===== src/sv/xenc_pkg.sv =====
`timescale 1ns / 1ps
`default_nettype none
// ---------------------------------------------------------------------------
// xenc_pkg: shared types and constants of the x86-64 instruction encoder
// Holds the request layout, the encoded-instruction buffer type and the
// instruction form codes.
// ---------------------------------------------------------------------------
package xenc_pkg;

    localparam int POSITION_BITS  = 32;
    localparam int MAX_INSN_BYTES = 12;
    localparam int CNT_W          = $clog2(MAX_INSN_BYTES + 1);
    localparam int IDX_W          = $clog2(MAX_INSN_BYTES);
    localparam int IN_DATA_W      = 96;
    localparam int REQ_W          = 90;

    localparam logic [4:0] KIND_CQO       = 5'd0;
    localparam logic [4:0] KIND_PUSH_R    = 5'd1;
    localparam logic [4:0] KIND_POP_R     = 5'd2;
    localparam logic [4:0] KIND_PUSH_M    = 5'd3;
    localparam logic [4:0] KIND_POP_M     = 5'd4;
    localparam logic [4:0] KIND_CMP_RR    = 5'd5;
    localparam logic [4:0] KIND_CMP_RI    = 5'd6;
    localparam logic [4:0] KIND_EXIT      = 5'd7;
    localparam logic [4:0] KIND_IN        = 5'd8;
    localparam logic [4:0] KIND_OUT       = 5'd9;
    localparam logic [4:0] KIND_LEA       = 5'd10;
    localparam logic [4:0] KIND_RET       = 5'd11;
    localparam logic [4:0] KIND_SETCC     = 5'd12;
    localparam logic [4:0] KIND_CALL      = 5'd13;
    localparam logic [4:0] KIND_JMP       = 5'd14;
    localparam logic [4:0] KIND_TEST      = 5'd15;
    localparam logic [4:0] KIND_INC       = 5'd16;
    localparam logic [4:0] KIND_DEC       = 5'd17;
    localparam logic [4:0] KIND_MOV_RR    = 5'd18;
    localparam logic [4:0] KIND_MOV_RM    = 5'd19;
    localparam logic [4:0] KIND_MOV_MR    = 5'd20;
    localparam logic [4:0] KIND_MOV_RMD   = 5'd21;
    localparam logic [4:0] KIND_MOV_MDR   = 5'd22;
    localparam logic [4:0] KIND_MOV_RI    = 5'd23;
    localparam logic [4:0] KIND_ALU       = 5'd24;
    localparam logic [4:0] KIND_IMUL      = 5'd25;
    localparam logic [4:0] KIND_IDIV      = 5'd26;
    localparam logic [4:0] KIND_SHL       = 5'd27;
    localparam logic [4:0] KIND_SHR       = 5'd28;

    typedef struct packed {
        logic [7:0]  alu_opcode;
        logic [31:0] target_offset;
        logic [31:0] immediate;
        logic [4:0]  condition;
        logic [3:0]  second_reg;
        logic [3:0]  first_reg;
        logic [4:0]  kind;
    } req_t;

    typedef struct packed {
        logic [MAX_INSN_BYTES-1:0][7:0] bytes;
        logic [CNT_W-1:0]               count;
    } enc_t;

endpackage : xenc_pkg
`default_nettype wire


===== src/sv/xenc_encoder.sv =====
`timescale 1ns / 1ps
`default_nettype none
// ---------------------------------------------------------------------------
// xenc_encoder: combinational instruction encoder
// Turns one registered request and the current byte position into the byte
// image of the instruction and its length.
// ---------------------------------------------------------------------------
module xenc_encoder
    import xenc_pkg::*;
(
    input  var req_t                     req,
    input  wire logic [POSITION_BITS-1:0] position,
    output enc_t                         enc
);

    function automatic enc_t put(enc_t e, logic [7:0] v);
        enc_t r;
        r = e;
        if (int'(e.count) < MAX_INSN_BYTES)
        begin
            r.bytes[e.count[IDX_W-1:0]] = v;
            r.count = CNT_W'(e.count + 1'b1);
        end
        return r;
    endfunction

    function automatic enc_t put32(enc_t e, logic [31:0] v);
        enc_t r;
        r = put(e, v[7:0]);
        r = put(r, v[15:8]);
        r = put(r, v[23:16]);
        r = put(r, v[31:24]);
        return r;
    endfunction

    function automatic logic [7:0] rexw(logic [3:0] rg, logic [3:0] rm);
        return {5'b01001, rg[3], 1'b0, rm[3]};
    endfunction

    function automatic logic [7:0] modrm(logic [1:0] md, logic [3:0] rg, logic [3:0] rm);
        return {md, rg[2:0], rm[2:0]};
    endfunction

    function automatic enc_t mem_disp32(enc_t e, logic [3:0] rg, logic [3:0] base,
                                        logic [31:0] disp);
        enc_t r;
        r = put(e, modrm(2'd2, rg, base));
        if (base[2:0] == 3'd4)
        begin
            r = put(r, 8'h24);
        end
        r = put32(r, disp);
        return r;
    endfunction

    function automatic enc_t mem_plain(enc_t e, logic [3:0] rg, logic [3:0] base);
        enc_t r;
        if (base[2:0] == 3'd5)
        begin
            r = put(e, modrm(2'd1, rg, base));
            r = put(r, 8'h00);
        end
        else
        begin
            r = put(e, modrm(2'd0, rg, base));
            if (base[2:0] == 3'd4)
            begin
                r = put(r, 8'h24);
            end
        end
        return r;
    endfunction

    function automatic enc_t opt_rex_b(enc_t e, logic [3:0] rg);
        enc_t r;
        r = e;
        if (rg[3])
        begin
            r = put(e, 8'h41);
        end
        return r;
    endfunction

    logic [POSITION_BITS+31:0] pos_wide;
    logic [31:0]               pos_low;
    logic [31:0]               rel_near;
    logic [31:0]               rel_cond;
    logic [3:0]                r1;
    logic [3:0]                r2;

    assign r1       = req.first_reg;
    assign r2       = req.second_reg;
    assign pos_wide = {32'd0, position};
    assign pos_low  = pos_wide[31:0];
    // Targets are relative to the end of the instruction: five bytes for call
    // and jmp, six for a conditional jump.
    assign rel_near = req.target_offset - (pos_low + 32'd5);
    assign rel_cond = req.target_offset - (pos_low + 32'd6);

    always_comb
    begin
        enc_t e;
        e = '0;
        unique case (req.kind)
            KIND_CQO:     begin e = put(e, 8'h48); e = put(e, 8'h99); end
            KIND_PUSH_R:  begin e = opt_rex_b(e, r1); e = put(e, {5'b01010, r1[2:0]}); end
            KIND_POP_R:   begin e = opt_rex_b(e, r1); e = put(e, {5'b01011, r1[2:0]}); end
            KIND_PUSH_M:
            begin
                e = opt_rex_b(e, r1); e = put(e, 8'hff);
                e = mem_disp32(e, 4'd6, r1, req.immediate);
            end
            KIND_POP_M:
            begin
                e = opt_rex_b(e, r1); e = put(e, 8'h8f);
                e = mem_disp32(e, 4'd0, r1, req.immediate);
            end
            KIND_CMP_RR:
            begin
                e = put(e, rexw(r2, r1)); e = put(e, 8'h39); e = put(e, modrm(2'd3, r2, r1));
            end
            KIND_CMP_RI:
            begin
                if (r1 == 4'd0)
                begin
                    // Short accumulator form.
                    e = put(e, 8'h48); e = put(e, 8'h3d);
                end
                else
                begin
                    e = put(e, rexw(4'd0, r1)); e = put(e, 8'h81);
                    e = put(e, modrm(2'd3, 4'd7, r1));
                end
                e = put32(e, req.immediate);
            end
            KIND_EXIT:
            begin
                e = put(e, 8'h48); e = put(e, 8'h31); e = put(e, 8'hff);
                e = put(e, 8'h48); e = put(e, 8'hc7); e = put(e, 8'hc0);
                e = put(e, 8'h3c); e = put(e, 8'h00); e = put(e, 8'h00);
                e = put(e, 8'h00); e = put(e, 8'h0f); e = put(e, 8'h05);
            end
            KIND_IN:      begin e = put(e, 8'h6a); e = put(e, 8'h00); end
            KIND_OUT:     begin e = put(e, 8'h48); e = put(e, 8'h89); e = put(e, 8'hf8); end
            KIND_LEA:
            begin
                e = put(e, rexw(r1, r2)); e = put(e, 8'h8d);
                e = mem_disp32(e, r1, r2, req.immediate);
            end
            KIND_RET:     begin e = put(e, 8'hc3); end
            KIND_SETCC:
            begin
                if (r1 >= 4'd4)
                begin
                    e = put(e, {7'b0100000, r1[3]});
                end
                e = put(e, 8'h0f); e = put(e, {4'h9, req.condition[3:0]});
                e = put(e, {5'b11000, r1[2:0]});
            end
            KIND_CALL:    begin e = put(e, 8'he8); e = put32(e, rel_near); end
            KIND_JMP:
            begin
                if (req.condition[4])
                begin
                    e = put(e, 8'he9); e = put32(e, rel_near);
                end
                else
                begin
                    e = put(e, 8'h0f); e = put(e, {4'h8, req.condition[3:0]});
                    e = put32(e, rel_cond);
                end
            end
            KIND_TEST:
            begin
                e = put(e, rexw(r2, r1)); e = put(e, 8'h85); e = put(e, modrm(2'd3, r2, r1));
            end
            KIND_INC:
            begin
                e = put(e, rexw(4'd0, r1)); e = put(e, 8'hff); e = put(e, modrm(2'd3, 4'd0, r1));
            end
            KIND_DEC:
            begin
                e = put(e, rexw(4'd0, r1)); e = put(e, 8'hff); e = put(e, modrm(2'd3, 4'd1, r1));
            end
            KIND_MOV_RR:
            begin
                e = put(e, rexw(r2, r1)); e = put(e, 8'h89); e = put(e, modrm(2'd3, r2, r1));
            end
            KIND_MOV_RM:
            begin
                e = put(e, rexw(r1, r2)); e = put(e, 8'h8b); e = mem_plain(e, r1, r2);
            end
            KIND_MOV_MR:
            begin
                e = put(e, rexw(r2, r1)); e = put(e, 8'h89); e = mem_plain(e, r2, r1);
            end
            KIND_MOV_RMD:
            begin
                e = put(e, rexw(r1, r2)); e = put(e, 8'h8b);
                e = mem_disp32(e, r1, r2, req.immediate);
            end
            KIND_MOV_MDR:
            begin
                e = put(e, rexw(r2, r1)); e = put(e, 8'h89);
                e = mem_disp32(e, r2, r1, req.immediate);
            end
            KIND_MOV_RI:
            begin
                e = put(e, rexw(4'd0, r1)); e = put(e, 8'hc7);
                e = put(e, modrm(2'd3, 4'd0, r1)); e = put32(e, req.immediate);
            end
            KIND_ALU:
            begin
                e = put(e, rexw(r2, r1)); e = put(e, req.alu_opcode);
                e = put(e, modrm(2'd3, r2, r1));
            end
            KIND_IMUL:
            begin
                e = put(e, rexw(r1, r2)); e = put(e, 8'h0f); e = put(e, 8'haf);
                e = put(e, modrm(2'd3, r1, r2));
            end
            KIND_IDIV:
            begin
                e = put(e, rexw(4'd0, r1)); e = put(e, 8'hf7); e = put(e, modrm(2'd3, 4'd7, r1));
            end
            KIND_SHL:
            begin
                e = put(e, rexw(4'd0, r1)); e = put(e, 8'hd3); e = put(e, modrm(2'd3, 4'd4, r1));
            end
            KIND_SHR:
            begin
                e = put(e, rexw(4'd0, r1)); e = put(e, 8'hd3); e = put(e, modrm(2'd3, 4'd5, r1));
            end
            default:      begin e = '0; end
        endcase
        enc = e;
    end

endmodule : xenc_encoder
`default_nettype wire


===== src/sv/xenc_serializer.sv =====
`timescale 1ns / 1ps
`default_nettype none
// ---------------------------------------------------------------------------
// xenc_serializer: byte output buffer
// Holds one encoded instruction and sends it out one byte per transfer,
// marking the final byte.
// ---------------------------------------------------------------------------
module xenc_serializer
    import xenc_pkg::*;
(
    input  wire logic       clk,
    input  wire logic       rst_n,
    input  wire logic       load,
    input  var enc_t        enc,
    output logic            can_load,
    output logic            m_tvalid,
    input  wire logic       m_tready,
    output logic [7:0]      m_tdata,
    output logic            m_tlast
);

    logic                           valid_reg;
    logic [IDX_W-1:0]               idx_reg;
    logic [CNT_W-1:0]               cnt_reg;
    logic [MAX_INSN_BYTES-1:0][7:0] bytes_reg;
    logic                           take;

    assign m_tvalid = valid_reg;
    assign m_tdata  = bytes_reg[idx_reg];
    assign m_tlast  = (CNT_W'(idx_reg) + CNT_W'(1)) == cnt_reg;
    assign take     = valid_reg && m_tready;
    // A new instruction may enter while the final byte of the current one goes.
    assign can_load = !valid_reg || (take && m_tlast);

    always_ff @(posedge clk or negedge rst_n)
    begin
        if (!rst_n)
        begin
            valid_reg <= 1'b0;
            idx_reg   <= '0;
        end
        else if (load)
        begin
            valid_reg <= (enc.count != '0);
            idx_reg   <= '0;
        end
        else if (take)
        begin
            if (m_tlast)
            begin
                valid_reg <= 1'b0;
            end
            idx_reg <= IDX_W'(idx_reg + 1'b1);
        end
    end

    always_ff @(posedge clk)
    begin
        if (load)
        begin
            bytes_reg <= enc.bytes;
            cnt_reg   <= enc.count;
        end
    end

endmodule : xenc_serializer
`default_nettype wire


===== src/sv/x86_64_instruction_encoder_unit.sv =====
`timescale 1ns / 1ps
`default_nettype none
// ---------------------------------------------------------------------------
// x86_64_instruction_encoder_unit: x86-64 machine-code emitter
// Encodes one instruction request per input transfer into its byte sequence.
// ---------------------------------------------------------------------------
// Usage notes.
// The slave channel (s_tvalid, s_tready, s_tdata) takes one instruction
// request per transfer. The master channel (m_tvalid, m_tready, m_tdata,
// m_tlast) returns the encoded machine code one byte per transfer, with
// m_tlast set on the final byte of each instruction.
// An accepted request lands in an input register. From there it is encoded
// combinationally against the running byte position and loaded into the
// output buffer, which presents the first byte. An instruction of N bytes
// then occupies the output for N byte transfers; the output byte rate sets
// the throughput.
// The next request is accepted while the current bytes drain, and it moves to
// the output buffer in the same cycle the final byte transfers, so the byte
// stream has no gaps while the receiver keeps m_tready high.
// Unused kinds produce no bytes and leave the byte position unchanged.
// When the receiver stalls, the current byte holds and the input register
// fills, after which s_tready stays low until the stall clears.
// Reset clears the byte position to zero and empties both registers.
// ---------------------------------------------------------------------------
module x86_64_instruction_encoder_unit
    import xenc_pkg::*;
(
    input  wire logic                 clk,
    input  wire logic                 rst_n,
    input  wire logic                 s_tvalid,
    output logic                      s_tready,
    // Fields from bit 0: kind[4:0], first_reg[8:5], second_reg[12:9],
    // condition[17:13], immediate[49:18], target_offset[81:50],
    // alu_opcode[89:82], zero padding[95:90].
    input  wire logic [IN_DATA_W-1:0] s_tdata,
    output logic                      m_tvalid,
    input  wire logic                 m_tready,
    // Fields from bit 0: code_byte[7:0].
    output logic [7:0]                m_tdata,
    output logic                      m_tlast
);

    logic                     in_valid_reg;
    req_t                     req_reg;
    logic [POSITION_BITS-1:0] position_reg;
    enc_t                     enc;
    logic                     can_load;
    logic                     load;

    assign load     = in_valid_reg && can_load;
    assign s_tready = !in_valid_reg || load;

    always_ff @(posedge clk or negedge rst_n)
    begin
        if (!rst_n)
        begin
            in_valid_reg <= 1'b0;
            position_reg <= '0;
        end
        else
        begin
            if (s_tvalid && s_tready)
            begin
                in_valid_reg <= 1'b1;
            end
            else if (load)
            begin
                in_valid_reg <= 1'b0;
            end
            // The position advances by the length of each instruction as it
            // enters the output buffer.
            if (load)
            begin
                position_reg <= position_reg + POSITION_BITS'(enc.count);
            end
        end
    end

    always_ff @(posedge clk)
    begin
        if (s_tvalid && s_tready)
        begin
            req_reg <= req_t'(s_tdata[REQ_W-1:0]);
        end
    end

    xenc_encoder u_encoder (
        .req      (req_reg),
        .position (position_reg),
        .enc      (enc)
    );

    xenc_serializer u_serializer (
        .clk      (clk),
        .rst_n    (rst_n),
        .load     (load),
        .enc      (enc),
        .can_load (can_load),
        .m_tvalid (m_tvalid),
        .m_tready (m_tready),
        .m_tdata  (m_tdata),
        .m_tlast  (m_tlast)
    );

endmodule : x86_64_instruction_encoder_unit
`default_nettype wire


===== config.mk =====
export PLATFORM = sky130hd
export DESIGN_NAME = x86_64_instruction_encoder_unit
export DESIGN_NICKNAME = d
export VERILOG_FILES = /design/src/sv/xenc_pkg.sv /design/src/sv/xenc_encoder.sv /design/src/sv/xenc_serializer.sv /design/src/sv/x86_64_instruction_encoder_unit.sv
export SDC_FILE = /design/constraint.sdc
export NUM_CORES = 1
export LEC_CHECK = 0
export BUFFER_PORTS_ARGS = -buffer_cell sky130_fd_sc_hd__buf_2
export CORE_MARGIN = 3
export CORE_UTILIZATION = 40
export CTS_BUF_LIST = sky130_fd_sc_hd__clkbuf_4 sky130_fd_sc_hd__clkbuf_8 sky130_fd_sc_hd__clkbuf_16
export DETAILED_ROUTE_END_ITERATION = 8
export SYNTH_ARGS = -nofsm -noshare
export SYNTH_HDL_FRONTEND = slang
export SYNTH_HIERARCHICAL = 1
export SYNTH_SLANG_ARGS = --single-unit

===== constraint.sdc =====
create_clock -name clk -period 4.6 [get_ports clk]
set_input_delay 0.23 -clock clk [delete_from_list [all_inputs] [get_ports clk]]
set_output_delay 0.23 -clock clk [all_outputs]
set_load 0.005 [all_outputs]

==> results.md <==
- Status: finished, final reports clean
- Post-synthesis cell area: 15700 sq um
- Drt first pass iters: 8
- Max Clock Skew: 0.0135 ns
- Final core utilization: 48.8%
- Register bit total from synthesis: 228
- Max Slew Vio Count: 0
- CP max stage delay: 0.81 ns
- Hold Fails Final Rpt: 0
- Post-synth top area share: 36.4%
- ANT nets after route: 0
- CTS buffer count: 26
- Clk_lat worst skew: 0.55 ns
- Ys flop type: edfxtp_1
- Root buffer cell: clkbuf_16
- I/O pin total: 111
- Largest net degree at the start of global routing: 57
- Crit-path leading delay family: simple AND/OR/NAND/NOR gates
- GPL Wtd Cong: 0.986
- Final std cells w/o fill: 2309
- CP Cell Sequence: nand2b_1 > o21ai_1 > a21oi_1 > o21ai_1 > or4_1 > nor2_1 > nand4_1 > buf_4 > ha_1 > a21oi_1 > o22ai_1 > buf_4 > nand4_1 > xnor2_1
- Largest cells by area after synthesis: edfxtp_1 36%, dfrtp_1 6.1%, ha_1 5.7%
- Register area share after synthesis: 42.5%
- Slowest stage cell, crit path: edfxtp_1
- Via count: 13600
- Fin Hold WS: 0.341 ns
- Crit end category: register
- Netlist cell types: 102
- Initial DRC count: 1670
- Unrepaired setup endpoints after global routing: no
- Max Fanout on Critical Path: 20
- # rows: 71
- Cell Pwr Density: 555 nW/um^2
- Number of antenna violations at the first check in global routing: 5
- Core area: 38100 sq um
- Ys async rst share: 16.7%
- CP Launch Type: register
- Nets@finish: 1952
- GRT Total Usage: 25.9%
- Final Cell Area: 18600 sq um
- Clock sinks: 228
- WP data required: 5.03 ns
- Routed WL: 55000 um
- Warnings, synthesis: 6
- Largest area contributor in the netlist: edfxtp_1
- Initial Util: 41.1%
- H-Tree Level Count: 1
- Final Critical Period: 4.08 ns
- DIE HEIGHT: 204 um
- Critical path type: reg -> reg
- Vias in the first global route: 13200
- # hold bufs at CTS: 93
- Grt total ovfl: 0
- # setup viols final: 0
- Final period utilization: 88.7%
- Setup TNS: 0 ns
- Crit path buf inv count: 2
- Width of the die: 204 um
- Port bufs: 104
- Leak: 7.33 nW
- Post-CTS sizing: 0
- Syn_area_per_cell: 9.88 sq um
- Global-route wire length before repair: 82100 um
- Routed WL per cell: 23.8 um
- Max IR drop VDD: 0.437 mV
- Most common cell after layout, fill and taps aside: edfxtp_1
- Die ar.: 41600 sq um
- Post-Place Cells: 2167
- Dpl hpwl: 41300 um
- Worst Tran Pin Value: 1.07 ns
- CP arrival: 4.51 ns
- Synth Instances: 1587
- CTS tree: yes
- Max-Cap Viols: 0
- Fmax: 0.245 GHz
- Buffer depth of the longest clock path: 3
- Number of synthesized flops with an enable pin: 190
- Min-delay worst type: in -> async
- Clk slew on worst S/H paths: 0.06 ns
- Layout Area Growth over Synthesis: 18.7%
- Fillers: 3511
- Number of remaining DRC errors: 0
- Max reg flops: 96
- Post-CTS setup buffer count: 0
- Layout cells sized above 1: 16.0%
- Placed Area: 16800 sq um
- Commonest non-fill, non-tap cells in the layout: 190 x edfxtp_1, 156 x nand2_1, 114 x inv_1, 104 x buf_2, 101 x a21oi_1
- DR vias/cell: 5.91
- Slew margin rel.: 27.9%
-- cell usage after synthesis, types with 21 or more instances --
cell,n
a21oi_1,101
and2_1,21
buf_2,42
buf_4,34
clkbuf_1,41
dfrtp_1,38
edfxtp_1,190
ha_1,72
inv_1,115
nand2_1,156
nand3_1,22
nand4_1,35
nor2_1,95
nor3_1,36
o21ai_0,81
xnor2_1,62
xor2_1,29
-- layout make-up --
type | instances | area, sq um | share of cell area, %
tap | 511 | 639 | 3.44
clock inverter | 14 | 153 | 0.820
clock buffer | 34 | 728 | 3.91
multi-input combinational | 1133 | 7940 | 42.7
timing repair buffer | 272 | 2050 | 11.0
antenna | 1 | 2.50 | 0.0134
sequential | 228 | 6660 | 35.8
inverter | 116 | 438 | 2.35
-- final timing paths --
check                            startpoint                      end  slack (ns)  cells past startpoint
hold / removal                        rst_n  u_serializer/idx_reg[3]        0.34                      2
hold reg to reg            position_reg[12]         position_reg[12]        0.49                      1
max in group asynchronous             rst_n             in_valid_reg        3.66                      2
min in group clk                s_tdata[27]              req_reg[27]        0.39                      2
setup / recovery                 req_reg[1]         position_reg[31]        0.52                     14
setup reg to reg                 req_reg[1]         position_reg[31]        0.52                     14
-- power by group --
part           internal [W]  switching, W
clock network       0.00129      0.000839
registers           0.00302      0.000417
logic               0.00177       0.00298
-- through the flow --
| step | total power (W) | worst slack [ns] |
|---|---|---|
| finish | 0.0103 | 0.519 |
| global route | 0.0109 | 0.348 |
| CTS | 0.0103 | 0.599 |
| detailed placement | 0.00805 | 0.646 |
| global placement | 0.00803 | 0.588 |
| floorplan | 0.00638 | 0.505 |
-- metal layers --
metal / wire length, um / global-route usage, %
met3: 5360 / 6.10
met2: 23500 / 39.3
met1: 24300 / 37.3
met4: 1700 / 7.32
met5: 58 / 0
-- kinds of logic after synthesis --
kind of cell | synth area share (%)
muxes | 4.17
and+or+nand+nor | 14.5
buffers and inverters | 7.61
adders and majority gates | 6.19
other | 0.0239
AOI/OAI and AO/OA | 19.9
xor gates and xnor gates | 5.08
DFF | 42.5
Power figures use the tool's default switching activity.
